**src/design/forward_substring_search_top_defines.svh**
```systemverilog
`ifndef FORWARD_SUBSTRING_SEARCH_TOP_DEFINES_SVH
`define FORWARD_SUBSTRING_SEARCH_TOP_DEFINES_SVH

`ifndef SYNTH
`define FSS_ASSERT_IMP(label, ante, cons) \
    label: assert property (@(posedge clk) disable iff (!rst_n) (ante) |-> (cons)) \
        else $error("fss check failed");
`define FSS_ASSERT_NEXT(label, ante, cons) \
    label: assert property (@(posedge clk) disable iff (!rst_n) (ante) |=> (cons)) \
        else $error("fss check failed");
`else
`define FSS_ASSERT_IMP(label, ante, cons)
`define FSS_ASSERT_NEXT(label, ante, cons)
`endif

`endif

```
**src/design/fss_pkg.sv**
```systemverilog
package fss_pkg;

    localparam int NEEDLE_MAX = 256;
    localparam int NDL_IDX_W  = $clog2(NEEDLE_MAX);
    localparam int LEN_W      = $clog2(NEEDLE_MAX) + 1;
    localparam int BYTE_W     = 8;
    localparam int POS_W      = 32;
    localparam int GRP_SIZE   = 16;
    localparam int GRP_CNT    = NEEDLE_MAX / GRP_SIZE;

    localparam logic [POS_W-1:0] POS_MAX = {POS_W{1'b1}};

    localparam logic [1:0] OP_LOAD = 2'd0;
    localparam logic [1:0] OP_BYTE = 2'd1;
    localparam logic [1:0] OP_END  = 2'd2;

    typedef struct packed {
        logic              shift_en;
        logic              rot_en;
        logic              cap_en;
        logic              wr_en;
        logic [BYTE_W-1:0] wr_data;
    } cell_ctrl_t;

endpackage

```
**src/design/fss_cell.sv**
```systemverilog
module fss_cell
    import fss_pkg::*;
(
    input  logic              clk,
    input  cell_ctrl_t        ctrl,
    input  logic              sel,
    input  logic              active,
    input  logic [BYTE_W-1:0] win_in,
    input  logic [BYTE_W-1:0] ndl_in,
    output logic [BYTE_W-1:0] win_out,
    output logic [BYTE_W-1:0] ndl_out,
    output logic              ok
);

    logic [BYTE_W-1:0] win_reg;
    logic [BYTE_W-1:0] ndl_reg;
    logic              ok_reg;

    always_ff @(posedge clk)
    begin
        if (ctrl.shift_en)
        begin
            win_reg <= win_in;
        end
    end

    always_ff @(posedge clk)
    begin
        if (ctrl.rot_en)
        begin
            ndl_reg <= ndl_in;
        end
        else if (ctrl.wr_en && sel)
        begin
            ndl_reg <= ctrl.wr_data;
        end
    end

    always_ff @(posedge clk)
    begin
        if (ctrl.cap_en)
        begin
            ok_reg <= !active || (win_in == ndl_reg);
        end
    end

    assign win_out = win_reg;
    assign ndl_out = ndl_reg;
    assign ok      = ok_reg;

endmodule
```
**config.mk**
```make
export PLATFORM = sky130hd
export DESIGN_NAME = fss_cell
export DESIGN_NICKNAME = d
export VERILOG_FILES = /design/src/design/forward_substring_search_top_defines.svh /design/src/design/fss_pkg.sv /design/src/design/fss_cell.sv
export SDC_FILE = /design/constraint.sdc
export NUM_CORES = 1
export LEC_CHECK = 0
export ABC_AREA = 1
export BUFFER_PORTS_ARGS = -buffer_cell sky130_fd_sc_hd__clkbuf_2
export CAP_MARGIN = 10
export CORE_MARGIN = 5
export CORE_UTILIZATION = 44
export CTS_CLUSTER_DIAMETER = 120
export DETAILED_ROUTE_END_ITERATION = 8
export PLACE_DENSITY = 0.93
export SLEW_MARGIN = 15
export SYNTH_ARGS = -nofsm -noshare
export SYNTH_HDL_FRONTEND = slang
export SYNTH_SLANG_ARGS = --single-unit
```
**constraint.sdc**
```tcl
create_clock -name clk -period 2.1 [get_ports clk]
set_clock_uncertainty 0.1 [all_clocks]
set_input_delay 0.42 -clock clk [delete_from_list [all_inputs] [get_ports clk]]
set_output_delay 0.42 -clock clk [all_outputs]
set_load 0.01 [all_outputs]
```
* Word-level counts from Yosys, hierarchy flattened *
Cells that the tools add are included.

storage, ports and cells
  register bits after elaboration = 17
  output and inout port bits = 17
  bits of input ports = 31

operators by class
  reductions and logical operators = 4
  multiplexer cells = 2
  equal/unequal tests = 1

operators by type and width
  cell                 count
  2-to-1 mux 8 bit     2
  equality test 8 bit  1
  nonzero test 2 bit   1
  logical AND 1 bit    1
  logical NOT 1 bit    1
  logical OR 1 bit     1

* Longest topological paths before layout *
  depth after elaboration = 3
  depth in mapped cells = 7
  gate-level depth less buffers = 7

* Least setup slack after synthesis *
Ideal clock, no wire load.

  kind = input to register
  start point = input ctrl[10] (netlist bit)
  end point = register ndl_reg[0], in the netlist ndl_out[0] (enable)
  arrival time = 868 ps
  setup time = 329 ps
  required time = 1,671 ps
  path slack = 803 ps
  stages on the path = 3
  cell sequence = buf_2 inv_2 nand2_1

on the way
  cells in the longest elaborated chain, start to end = 1

RTL lines
  element                       RTL line        text
  start: declaration            fss_cell.sv:5   input cell_ctrl_t ctrl,
  nonzero test 2 bit (no line)  -
  end signal: assignment        fss_cell.sv:31  ndl_reg <= ndl_in;
  end signal: assignment        fss_cell.sv:35  ndl_reg <= ctrl.wr_data;
  end: declaration              fss_cell.sv:16  logic [BYTE_W-1:0] ndl_reg;

Every way passes these cells.
A chain may end at the register's enable or synchronous reset.

* Final worst setup path *
  start point = register ndl_reg[5], in the netlist ndl_out[5]
  end point = output ndl_out[5]

RTL lines
  element           RTL line        text
  end: declaration  fss_cell.sv:11  output logic [BYTE_W-1:0] ndl_out,

No word-level cell between the ends.

==> out/qor.yml <==
yosysWarnings: 0
hold_end: "win_out[1]$_DFFE_PP_"
fin_area_um2: 1030
multi_input_area_um2: 208
yosys.cell_types.count: 7
synth-seq-area-share_pct: 67.4
setup.worst_path.start_class: "flop"
die_width_um: 51.5
maxSlewViolCount: 0
antenna_found_initial: 0
critPathKind: "flop to output port"
drt_iter0_drc: 6
finalSetupViolCount: 0
arrival_ns: 0.85
diodes: 0
io-pin-count: 48
layout_common_cells: "47 x clkbuf_2, 44 x nand2_1, 17 x edfxtp_1"
synth_area_um2: 757
max_stage_delay_ns: 0.43
mostFrequentLayoutCell: "clkbuf_2"
hold_depth: 1
initial_core_util_pct: 44.8
nFillCells: 145
final_nets: 159
ff2ff_path_depth: 5
drtPass1Iterations: 4
hold_viol: 0
seqCellArea_um2: 510
relSlewSlack_pct: 80.2
holdBufCountCts: 0
syn_area_per_cell_um2: 9.83
root_buffer: "clkbuf_4"
crit_required_ns: 1.58
core_um2: 1690
grt_first_pass_wirelength_um: 2360
path_cells: "clkbuf_2"
synth_nets: 108
cp-startpoint: "ndl_out[5]$_DFFE_PP_"
worst_slew_pin_slew_ns: 0.297
num_vias: 671
path_delay_family: "flip-flops"
cts_tree: "yes"
die_h_um: 51.5
clkSinkCount: 17
rows: 15
rr_startpoint: "ndl_out[1]$_DFFE_PP_"
crit_cells: 1
syn_to_final_growth_pct: 36.7
reg2reg_to: "ok$_DFFE_PP_"
timing.final.crit_share_pct: 65.3
cts_setup_buffers: 0
max_cap_violations: 0
max-vdd-ir-drop_mv: 0.313
path_buf_inv: 1
place.port_buffers: 47
place.gp.congestion: 0.706
tns_ns: 0
grt_setup_unrepaired: "no"
overflow: 0
cts_max_path_buffers: 2
hp-class: "input pin to flop"
power.density_nw_per_um2: 693
crit_path_max_fanout: 2
antenna_left: 0
max_freq_mhz: 729
regToRegSetupSlack_ns: 0.98
p_leak_uw: 0.000558
cts_made_buffers: 3
drcViolationCount: 0
worst_path_max_delay_cell: "edfxtp_1"
run_status: "finished clean"
place_area_um2: 1010
grt_max_degree: 10
path_clk_slew_ns: 0.09
routed_wl_um: 1580
grt_pass1_vias: 618
cts_resized: 0
fin_crit_ns: 1.37
routed_via_density: 4.66
clk_latency_ns: 0.27
htree_num_levels: 1
ys_ff_latch: 17
synthCells: 77
dp_hpwl_um: 1410
grt.total_usage_pct: 12.5
die_area_um2: 2650
hp-start: "win_in[1]"
wire_per_inst_um: 11.0
crit_path_end_kind: "output port"
drive_above_1_share_pct: 40.2
==> power by group <==
part	total [uW]	switching, uW	internal (uW)
Sequential	427	16.5	411
Combinational	132	70.4	61.3
Clock	158	84.3	73.5
==> cells in the mapped netlist <==
cell type	number	area, um2
nor2_1	2	7.51
inv_1	8	30.0
edfxtp_1	17	510
buf_2	1	5.00
nand2_1	44	165
xnor2_1	4	35.0
inv_2	1	3.75
==> kinds of logic (layout without fill, tap and decap cells) <==
group / Yosys count / after routing / share of synthesized area [%]
xor gates and xnor gates: 4 / 4 / 4.63
buffers and inverters: 10 / 60 / 5.12
DFF: 17 / 17 / 67.4
and+or+nand+nor: 46 / 46 / 22.8
==> worst max-delay path by stage <==
stage	to
global placement	ndl_out[0]$_DFFE_PP_
floorplan	ndl_out[0]$_DFFE_PP_
CTS	ndl_out[5]
finish	ndl_out[5]
global route	ndl_out[5]
detailed placement	ndl_out[0]$_DFFE_PP_
==> area by class of cell <==
class                           count  area share [%]
Timing Repair Buffer               47            22.7
Tap cell                           17            2.06
Sequential cell                    17            49.3
Clock buffer                        4            2.54
Multi-Input combinational cell     50            20.1
Inverter                            9            3.26
==> routing by layer <==
metal	vias up	routed length [um]	GRT usage, %
li1	337	-	-
met1	278	579	12.7
met2	50	737	20.3
met3	6	200	3.50
met4	0	61	11.8
met5	-	0	0
==> worst reg2reg max path, delay by kind of cell, from the launching register on <==
kind,cells,cell delay [ns]
flops,1,0.42
simple gates,4,0.21
xor+xnor,1,0.15
==> stage by stage <==
stage	worst slack [ns]	instances	utilization (%)	hold WS (ns)	total power [uW]
2_1_floorplan	0.803	77	-	0.419	496
3_3_place_gp	0.758	140	59.7	0.523	562
3_5_place_dp	0.703	140	59.7	0.528	568
4_1_cts	0.720	144	61.3	0.234	724
5_1_grt	0.676	144	61.3	0.221	764
6_report	0.728	144	61.3	0.243	717
Power figures use the tool's default switching activity.
